[src/lu_decomposition_doolittle_unit_macros.svh]
// Assertion helpers for the LU factoring unit.
`ifndef LU_DECOMPOSITION_DOOLITTLE_UNIT_MACROS_SVH
`define LU_DECOMPOSITION_DOOLITTLE_UNIT_MACROS_SVH
`ifndef SYNTHESIS
// Same-cycle implication
`define LUDL_ASSERT_IMP(label, clk, rst_n, ante, cons) \
	label: assert property (@(posedge clk) disable iff (!(rst_n)) (ante) |-> (cons)) \
		else $error("lu unit check failed");
// Next-cycle implication
`define LUDL_ASSERT_NXT(label, clk, rst_n, ante, cons) \
	label: assert property (@(posedge clk) disable iff (!(rst_n)) (ante) |=> (cons)) \
		else $error("lu unit check failed");
`else
`define LUDL_ASSERT_IMP(label, clk, rst_n, ante, cons)
`define LUDL_ASSERT_NXT(label, clk, rst_n, ante, cons)
`endif
`endif

[src/ludl_ram.sv]
module ludl_ram #(
	parameter int WIDTH = 32,
	parameter int DEPTH = 64
) (
	input  logic                     clk,
	input  logic                     we,
	input  logic [$clog2(DEPTH)-1:0] waddr,
	input  logic [WIDTH-1:0]         wdata,
	input  logic                     re,
	input  logic [$clog2(DEPTH)-1:0] raddr,
	output logic [WIDTH-1:0]         rdata
);
	logic [WIDTH-1:0] mem_q [DEPTH];

	// One write port, one registered read port
	always_ff @(posedge clk) begin
		if (we) begin
			mem_q[waddr] <= wdata;
		end
		if (re) begin
			rdata <= mem_q[raddr];
		end
	end
endmodule

[config.mk]
export PLATFORM = sky130hd
export DESIGN_NAME = ludl_ram
export DESIGN_NICKNAME = d
export VERILOG_FILES = /design/src/lu_decomposition_doolittle_unit_macros.svh /design/src/ludl_ram.sv
export SDC_FILE = /design/constraint.sdc
export NUM_CORES = 2
export LEC_CHECK = 0
export BUFFER_PORTS_ARGS = -buffer_cell sky130_fd_sc_hd__buf_4
export CORE_MARGIN = 2
export CORE_UTILIZATION = 29
export CTS_BUF_LIST = sky130_fd_sc_hd__clkbuf_4 sky130_fd_sc_hd__clkbuf_8 sky130_fd_sc_hd__clkbuf_16
export CTS_CLUSTER_DIAMETER = 30
export CTS_CLUSTER_SIZE = 8
export DETAILED_ROUTE_END_ITERATION = 7
export GPL_TIMING_DRIVEN = 0
export PLACE_DENSITY = 0.52
export SETUP_SLACK_MARGIN = 0.3
export SLEW_MARGIN = 20
export SYNTH_ARGS = -nofsm -noshare
export SYNTH_HDL_FRONTEND = slang
export SYNTH_SLANG_ARGS = --single-unit
[constraint.sdc]
create_clock -name clk -period 6 [get_ports clk]
set_input_delay 1.8 -clock clk [delete_from_list [all_inputs] [get_ports clk]]
set_output_delay 1.8 -clock clk [all_outputs]
set_load 0.02 [all_outputs]
==> reports/results.txt <==
H-tree lvl count = 5
leading area contributor after synthesis = edfxtp_1
# IOs = 79
Final Max Tran Viols = 0
Slowest Stage Delay on Critical Path = 0.90 ns
Filler Cells Inserted = 24.3k
vias per cell = 5.18
synthesis-to-layout area growth = 28.9%
cells after synthesis = 3324
number of global-route vias before repair = 41.1k
Slew HR = 0.162
sequential share of power = 0.393
die height = 525 um
Switching Power = 8.63 mW
Fmax = 175 MHz
count of different cell masters after synthesis = 33
worst-path cell chain = buf_2 > buf_2 > buf_2 > buf_1 > nand3b_1 > o221ai_1 > a21oi_1 > a21oi_1 > nor2_1
Reg clk slew, reported paths = 0.05 ns
Cell Int Power = 32.6 mW
worst slew pin tran = 1.26 ns
share of the synthesized area in the top cell type = 0.792
final setup fails = 0
min cycle time layout = 5.71 ns
Iteration-0 DRC Markers = 5645
synth warn = 0
Placer Congestion = 0.817
Max IR drop VDD = 0.235 mV
Clk pwr share = 0.563
area of the multi-input gates = 0.0160 mm^2
CTS Sinks = 2080
Nets = 4020
Data arrival, critical path = 6.31 ns
ys flop type = edfxtp_1
Post-synth EDFFs = 2080
Die Area = 0.276 mm^2
number of setup buffers added after CTS = 0
DP Wirelength = 166 mm
die width = 525 um
Net Sw Frac = 0.209
share of the yosys chip area belonging to registers = 0.792
Lkg Pwr = 32.6 nW
Non-Filler Cell Area, Final = 0.102 mm^2
DR vias = 40.8k
Final Skew = 0.0660 ns
Max-cap violations = 0
Tot Pwr = 41.2 mW
Pwr per Cell Area = 406 mW/mm^2
CP max stage cell = buf_1
status = finished, final reports clean
Avg WL per Cell = 33.0 um
first-pass GRT wire length = 350 mm
CP startpoint kind = primary input
largest net degree at the start of global routing = 65
CTS max path bufs = 4
Hold-fix buffers, CTS = 0
clock tree from TritonCTS = built
core region area = 0.271 mm^2
final hold viol count = 0
Mean Syn Cell Area = 23.7 um^2
Initial Util = 0.291
DRC Markers = 0
Crit. End Element = flop
Post-synth ARST share = 0
port bufs = 70
Worst Path Required = 6.60 ns
RSZ-0062 raised after global routing = no
Crit Path Max Fanout = 10
hold crit path type = flop to flop
Area contributors post-synth = edfxtp_1 (79%), mux4_2 (16%), mux2i_1 (1.2%), o22ai_1 (0.67%), nor2_1 (0.65%)
storage element area = 0.0625 mm^2
FF+latch count, synth = 2080
syn nets = 3371
CP most frequent cell = buf_2
Mapped Area = 0.0788 mm^2
kind of critical path = primary input to flop
final worst-path cycle share = 0.952
initial antenna violation count = 26
clock latency on the worst-skew pair = 0.97 ns
row count = 191
GRT Total Usage = 0.185
grt total ovfl = 0
Placed Area = 0.0873 mm^2
layout cell share with drive strength beyond 1 = 0.373
post-CTS sizing = 0
post-route ant nets = 0
drt pass-1 iters = 5
final wirelength = 260 mm
final core utilization = 0.376
CTS Root Cell = clkbuf_16
Comb pwr share = 0.043
CTS Buf Count = 440
[path summary, 6_finish.rpt]
| path | startpoint | to | slack, ns | cells after the start |
|---|---|---|---|---|
| worst max-delay path | raddr[1] | rdata[6] | 0.29 | 9 |
| worst min-delay path | mem_q[28][17] | rdata[17] | 1.19 | 4 |
| worst max register to register | mem_q[11][11] | rdata[11] | 3.06 | 4 |
| worst min register to register | mem_q[28][17] | rdata[17] | 1.19 | 4 |
[routing by layer]
metal / track usage / routed length (um) / vias to the layer above
li1: - / - / 15800
met1: 0.236 / 98800 / 22200
met2: 0.303 / 127000 / 2284
met3: 0.0395 / 22900 / 486
met4: 0.0836 / 11600 / 2
met5: 0 / 11 / -
[cell families after synthesis]
family,Yosys count,share of synthesized area
compound gates,202,0.0167
mux,637,0.167
flops,2080,0.792
buf+inv,182,0.0112
simple gates,223,0.0126
[worst max-delay path, delay by kind of cell]
kind | cells | cell delay, ns
simple gates | 2 | 0.96
compound gates | 3 | 1.31
buf+inv | 4 | 2.19
[layout make-up]
| class | instances | share of cell area |
|---|---|---|
| Multi-Input combinational cell | 1062 | 0.157 |
| Clock inverter | 264 | 0.0268 |
| Buffer | 182 | 0.00909 |
| Clock buffer | 504 | 0.113 |
| Timing Repair Buffer | 207 | 0.0344 |
| Tap cell | 3570 | 0.0440 |
| Antenna cell | 11 | 0.000271 |
| Sequential cell | 2080 | 0.615 |
[state kept, by name, indices dropped and copies added, names as in the netlist]
| register | flops |
|---|---|
| mem_q | 2048 |
| rdata | 32 |
[power groups by stage]
stage	clock [mW]	combinational (mW)	sequential (mW)
after floorplan	0	0.783	16.5
after global placement	0	1.73	16.5
after detailed placement	0	1.80	16.5
after CTS	23.4	1.80	16.2
after global routing	24.2	1.84	16.2
final	23.2	1.79	16.2
[placed cells by master, fill, tap and decap left out, drive strengths merged, types with 2 or more instances in the layout]
cell      instances
a21oi            62
a22oi            12
a311oi            8
a41o              4
and2              2
and3              4
buf             315
bufinv           55
clkbuf          578
clkinv          178
clkinvlp         24
diode            11
edfxtp         2080
inv               7
mux2i            93
mux4            544
nand2            26
nand2b            8
nand3             5
nand3b            5
nand4             2
nor2            137
nor2b            15
nor3              7
o221ai           27
o22ai            84
o32ai             4
or2               3
or3               3
or3b              5
[per-stage QoR]
step                      TNS (ns)  setup slack [ns]  hold slack, ns  cells
after floorplan                  0              1.04           0.750   3324
after global placement    -1539.48             -2.87            1.18   6964
after detailed placement     -1.84            -0.592            1.15   7101
after CTS                        0             0.351            1.16   7869
after global routing             0             0.304            1.23   7875
final                            0             0.290            1.19   7880
[synth_stat cells, types with 4 or more instances]
cell	instances
nor2_1	137
nand3b_1	5
a41o_1	4
buf_4	25
nor3_1	7
a22oi_1	12
a311oi_1	8
mux2i_1	93
buf_6	5
nand2b_1	8
mux4_2	544
buf_1	21
nand2_1	26
edfxtp_1	2080
o221ai_1	27
o32ai_1	4
a21oi_1	62
o22ai_1	84
and3_1	4
clkbuf_1	74
nand3_1	5
buf_2	57
nor2b_1	15
No activity file was read; power rests on OpenSTA's default activity.
