==> config.mk <==
export PLATFORM = sky130hd
export DESIGN_NAME = ludl_div
export DESIGN_NICKNAME = d
export VERILOG_FILES = /design/src/lu_decomposition_doolittle_unit_macros.svh /design/src/ludl_pkg.sv /design/src/ludl_div.sv
export SDC_FILE = /design/constraint.sdc
export NUM_CORES = 1
export LEC_CHECK = 0
export BUFFER_PORTS_ARGS = -buffer_cell sky130_fd_sc_hd__buf_2
export CORE_MARGIN = 1
export CORE_UTILIZATION = 54
export DETAILED_ROUTE_END_ITERATION = 7
export PLACE_DENSITY = 0.77
export SLEW_MARGIN = 0
export SYNTH_ARGS = -nofsm -noshare
export SYNTH_HDL_FRONTEND = slang
export SYNTH_SLANG_ARGS = --single-unit
==> constraint.sdc <==
create_clock -name clk -period 3.1 [get_ports clk]
set_input_delay 0.465 -clock clk [delete_from_list [all_inputs] [get_ports clk]]
set_output_delay 0.465 -clock clk [all_outputs]
set_load 0.01 [all_outputs]
==> src/lu_decomposition_doolittle_unit_macros.svh <==
// Assertion helpers for the LU factoring unit.
`ifndef LU_DECOMPOSITION_DOOLITTLE_UNIT_MACROS_SVH
`define LU_DECOMPOSITION_DOOLITTLE_UNIT_MACROS_SVH
`ifndef SYNTHESIS
// Same-cycle implication
`define LUDL_ASSERT_IMP(label, clk, rst_n, ante, cons) \
	label: assert property (@(posedge clk) disable iff (!(rst_n)) (ante) |-> (cons)) \
		else $error("lu unit check failed");
// Next-cycle implication
`define LUDL_ASSERT_NXT(label, clk, rst_n, ante, cons) \
	label: assert property (@(posedge clk) disable iff (!(rst_n)) (ante) |=> (cons)) \
		else $error("lu unit check failed");
`else
`define LUDL_ASSERT_IMP(label, clk, rst_n, ante, cons)
`define LUDL_ASSERT_NXT(label, clk, rst_n, ante, cons)
`endif
`endif

==> src/ludl_pkg.sv <==
package ludl_pkg;
	localparam int FRAC_BITS = 16;
	localparam int CFG_W     = 4;
	localparam int IDX_W     = 3;

	// Sequencer states
	typedef enum logic [3:0] {
		ST_LOAD, ST_RACC, ST_GACC, ST_RA, ST_RB, ST_MUL, ST_SUB,
		ST_FIN, ST_DIV, ST_ORD, ST_OEM
	} state_t;
endpackage

==> src/ludl_div.sv <==
// Restoring divider: quot = sat(trunc((num << FRAC) / den)), one bit per cycle.
module ludl_div #(
	parameter int DW = 32
) (
	input  logic          clk,
	input  logic          arst_n,
	input  logic          go,
	input  logic [DW-1:0] num,
	input  logic [DW-1:0] den,
	output logic          done,
	output logic [DW-1:0] quot
);
	import ludl_pkg::*;

	localparam int NB = DW + FRAC_BITS;
	localparam int CW = $clog2(NB + 1);
	localparam logic [NB-1:0] MAG_HI = {{(FRAC_BITS + 1){1'b0}}, {(DW - 1){1'b1}}};
	localparam logic [NB-1:0] MAG_LO = {{FRAC_BITS{1'b0}}, 1'b1, {(DW - 1){1'b0}}};
	localparam logic [DW-1:0] SAT_HI = {1'b0, {(DW - 1){1'b1}}};
	localparam logic [DW-1:0] SAT_LO = {1'b1, {(DW - 1){1'b0}}};

	logic          run_q, done_q, neg_q;
	logic [CW-1:0] cnt_q;
	logic [NB-1:0] dvd_q;
	logic [DW-1:0] rem_q, den_q;
	logic [DW-1:0] num_mag, den_mag;
	logic [DW:0]   trial;
	logic          fits;

	assign num_mag = num[DW-1] ? DW'(-num) : num;
	assign den_mag = den[DW-1] ? DW'(-den) : den;
	assign trial   = {rem_q, dvd_q[NB-1]};
	assign fits    = trial >= {1'b0, den_q};

	// Control
	always_ff @(posedge clk or negedge arst_n) begin
		if (!arst_n) begin
			run_q  <= 1'b0;
			done_q <= 1'b0;
			cnt_q  <= '0;
		end else begin
			done_q <= 1'b0;
			if (go) begin
				run_q <= 1'b1;
				cnt_q <= CW'(NB);
			end else if (run_q) begin
				cnt_q <= cnt_q - 1'b1;
				if (cnt_q == CW'(1)) begin
					run_q  <= 1'b0;
					done_q <= 1'b1;
				end
			end
		end
	end

	// Shift/subtract datapath
	always_ff @(posedge clk) begin
		if (go) begin
			dvd_q <= {num_mag, {FRAC_BITS{1'b0}}};
			rem_q <= '0;
			den_q <= den_mag;
			neg_q <= num[DW-1] ^ den[DW-1];
		end else if (run_q) begin
			rem_q <= fits ? DW'(trial - {1'b0, den_q}) : trial[DW-1:0];
			dvd_q <= {dvd_q[NB-2:0], fits};
		end
	end

	// Sign and saturate
	always_comb begin
		if (!neg_q) begin
			quot = (dvd_q > MAG_HI) ? SAT_HI : dvd_q[DW-1:0];
		end else begin
			quot = (dvd_q > MAG_LO) ? SAT_LO : DW'(~dvd_q + 1'b1);
		end
	end

	assign done = done_q;
endmodule

==> impl_metrics.json <==
{
  "status": "finished, violations left",
  "failed_checks": "negative setup slack",
  "hpwl_mm": 16.9,
  "yosysWarnings": 0,
  "cts_max_path_buffers": 2,
  "syn_inst": 1045,
  "grt-ovfl-total": 0,
  "async_flop_share_pct": 6.61,
  "drv.max_cap_violation_count": 0,
  "cts.sinks": 121,
  "syn_to_final_growth_pct": 31.0,
  "place_inst": 1416,
  "critical_path.max_stage_delay_ns": 0.50,
  "die_w_microns": 130,
  "grt_max_degree": 47,
  "synthTopCellsByArea": "edfxtp_1 22%, dfxtp_1 11%, xnor2_1 6.9%, nand2_1 5.8%, ha_1 5.2%",
  "rows": 46,
  "io_pins": 100,
  "worst_slack_ns": -0.605,
  "yosys.cell_types.count": 65,
  "finalCriticalPeriod_ns": 3.70,
  "dieHeight_microns": 130,
  "ys_ff_latch": 121,
  "dr.pass1.iters": 5,
  "post-synth-top-area-cell": "edfxtp_1",
  "vdd_drop_max_v": 0.000430,
  "critical_path_class": "reg -> out",
  "timing.final.crit_share_pct": 120,
  "path_cells": "or4_4 > or3_4 > nor4_4 > nand4_1 > a21o_1 > buf_6 > inv_6 > nand2_8 > buf_12 > o311ai_4 > buf_2",
  "crit_path_start_kind": "register",
  "drt_iter0_markers": 662,
  "finalSetupViolations": 32,
  "fmax_mhz": 270,
  "grt_usage_pct": 29.1,
  "critPathArrivalTime_ns": 3.24,
  "crit_path_max_fanout": 5,
  "initial_utilization_pct": 55.5,
  "synthesis.area_sq_um": 8890,
  "ant_nets": 0,
  "ys.flop_type": "edfxtp_1",
  "skew_ns": 0.00791,
  "drc": 0,
  "grt_antenna_before_repair": 0,
  "dpl-instance-area_sq_um": 10700,
  "grt_pass1_vias": 8195,
  "die_area_sq_um": 17000,
  "path_clk_slew_ns": 0.06,
  "cts_root_buf": "clkbuf_16",
  "grt_pass1_wl_mm": 39.0,
  "yosysMostFrequentCell": "nand2_1",
  "cts_made_buffers": 17,
  "rsz0062_at_grt": "yes",
  "routed_wl_mm": 24.0,
  "synth_fp_nets": 1150,
  "final_cell_area_sq_um": 11600,
  "io_buffers": 99,
  "leakage_nw": 4.94,
  "antenna_cells": 0,
  "vias_per_cell": 6.00,
  "fin_cells": 1459,
  "worstSkewPairLatency_ns": 0.44,
  "tns_ns": -15.38,
  "finalHoldViolations": 0,
  "h-tree-depth": 4,
  "cp_slowest_cell": "or4_4",
  "end_kind": "primary output",
  "fin_nets": 1335,
  "hold_class": "in -> reg",
  "max-slew-margin-rel_pct": 61.8,
  "maxSlewViolCount": 0,
  "num_vias": 8760,
  "power.density_nw_per_um2": 418,
  "synth_edf_count": 65,
  "synth_top_area_share_pct": 22.0,
  "core_area_sq_um": 16000,
  "cp_data_required_time_ns": 2.63,
  "ys_seq_area_share_pct": 35.0,
  "cts_tree": "yes",
  "preCtsSetupSlack_ns": -0.408,
  "worst_pin_slew_ns": 0.573,
  "synth_common_cells": "138 x nand2_1, 88 x nor2_1, 70 x xnor2_1",
  "avgRoutedWirePerCell_microns": 16.5,
  "gp_congestion": 0.964,
  "layout-drive-gt1-share_pct": 27.7,
  "syn_area_per_cell_sq_um": 8.50
}
[metal layers]
layer	share of wire, %	global-route usage [%]	up-vias	wire length (microns)
li1	-	-	4217	-
met1	44	37.0	4128	10600
met2	47	49.5	363	11400
met3	6.3	4.96	52	1510
met4	2.3	11.1	0	544
met5	0	0	-	0
[where the power goes]
group / switching [mW] / leakage [nW] / total, mW / internal [mW]
logic: 0.548 / 3.51 / 1.02 / 0.473
clock network: 0.813 / 0.272 / 1.93 / 1.12
registers: 0.0907 / 1.16 / 1.92 / 1.83
[worst max-delay path: cells and delay by family (launching register included)]
kind,cells,cell delay [ns]
AND/OR/NAND/NOR,5,1.35
buffers and inverters,4,0.55
AO/OA/AOI/OAI,2,0.51
flip-flops,1,0.39
[timing repair]
action | CTS | global route
endpoints found under the setup margin | 38 | 66
pin swaps | 29 | 14
cloned | 2 | 0
hold endpoints to repair | 8 | 0
setup buffers | 8 | 3
gates resized for setup | 52 | 21
hold buffers | 1 | 0
[registers in the layout, indices dropped and copies added (netlist names)]
signal,count
done,1
den_q,32
run_q,1
dvd_q,48
neg_q,1
cnt_q,6
rem_q,32
[stage by stage]
| step | total power [mW] | hold WS (ns) | utilization [%] |
|---|---|---|---|
| finish | 4.87 | 0.275 | 72.8 |
| detailed placement | 2.91 | 0.316 | 66.9 |
| floorplan | 2.57 | 0.169 | - |
| global route | 5.07 | 0.263 | 72.8 |
| CTS | 4.85 | 0.256 | 72.2 |
| global placement | 2.88 | 0.316 | 66.9 |
[placed cells by master, fill, tap and decap left out, types with 6 or more instances in the layout]
| cell | count |
|---|---|
| a311oi_1 | 14 |
| nand2_1 | 133 |
| o41ai_1 | 6 |
| or4_1 | 6 |
| o21ai_1 | 9 |
| xnor2_1 | 70 |
| a21o_1 | 15 |
| nor2_1 | 85 |
| inv_1 | 58 |
| buf_4 | 111 |
| nor3_1 | 25 |
| nor2b_1 | 8 |
| nand4b_1 | 9 |
| a21oi_1 | 32 |
| a22o_1 | 33 |
| mux2i_1 | 24 |
| o211ai_1 | 9 |
| dfrtp_1 | 7 |
| or2_2 | 6 |
| o311ai_4 | 18 |
| buf_2 | 98 |
| a31oi_1 | 12 |
| buf_6 | 9 |
| nand3_1 | 6 |
| o21a_1 | 9 |
| o31ai_1 | 20 |
| nand4_1 | 10 |
| dfxtp_1 | 47 |
| or3_1 | 16 |
| nand2b_1 | 12 |
| clkbuf_16 | 17 |
| ha_1 | 35 |
| edfxtp_1 | 65 |
| xor2_1 | 22 |
| o21ai_0 | 50 |
| nor4_1 | 11 |
[path summary, 6_finish.rpt]
path | start | end | cells past startpoint | slack [ns]
setup / recovery | dvd_q[17]$_DFFE_PP_ | quot[22] | 11 | -0.60
hold / removal | den[0] | den_q[0]$_DFFE_PP_ | 1 | 0.27
setup reg to reg | den_q[0]$_DFFE_PP_ | rem_q[30]$_SDFFE_PP0P_ | 11 | 0.10
hold reg to reg | rem_q[5]$_SDFFE_PP0P_ | rem_q[5]$_SDFFE_PP0P_ | 2 | 0.50
max in group asynchronous | arst_n | run_q$_DFF_PN0_ | 2 | 2.52
min in group asynchronous | arst_n | done$_DFF_PN0_ | 2 | 0.40
[logic make-up after synthesis]
group | Yosys count | share of synthesized area [%]
AOI/OAI and AO/OA | 279 | 22.2
xor gates and xnor gates | 92 | 9.07
adders and majority gates | 38 | 5.43
buffers and inverters | 119 | 5.12
DFF | 121 | 35.0
muxes | 25 | 2.83
and+or+nand+nor | 371 | 20.3
[layout make-up]
class,count,area (sq um)
Inverter,61,234
Clock buffer,17,425
Clock inverter,15,143
Tap cell,216,270
Sequential cell,121,3120
Multi-Input combinational cell,805,5920
Fill cell,1214,4350
Timing Repair Buffer,224,1540
No activity file was read; power rests on OpenSTA's default activity.
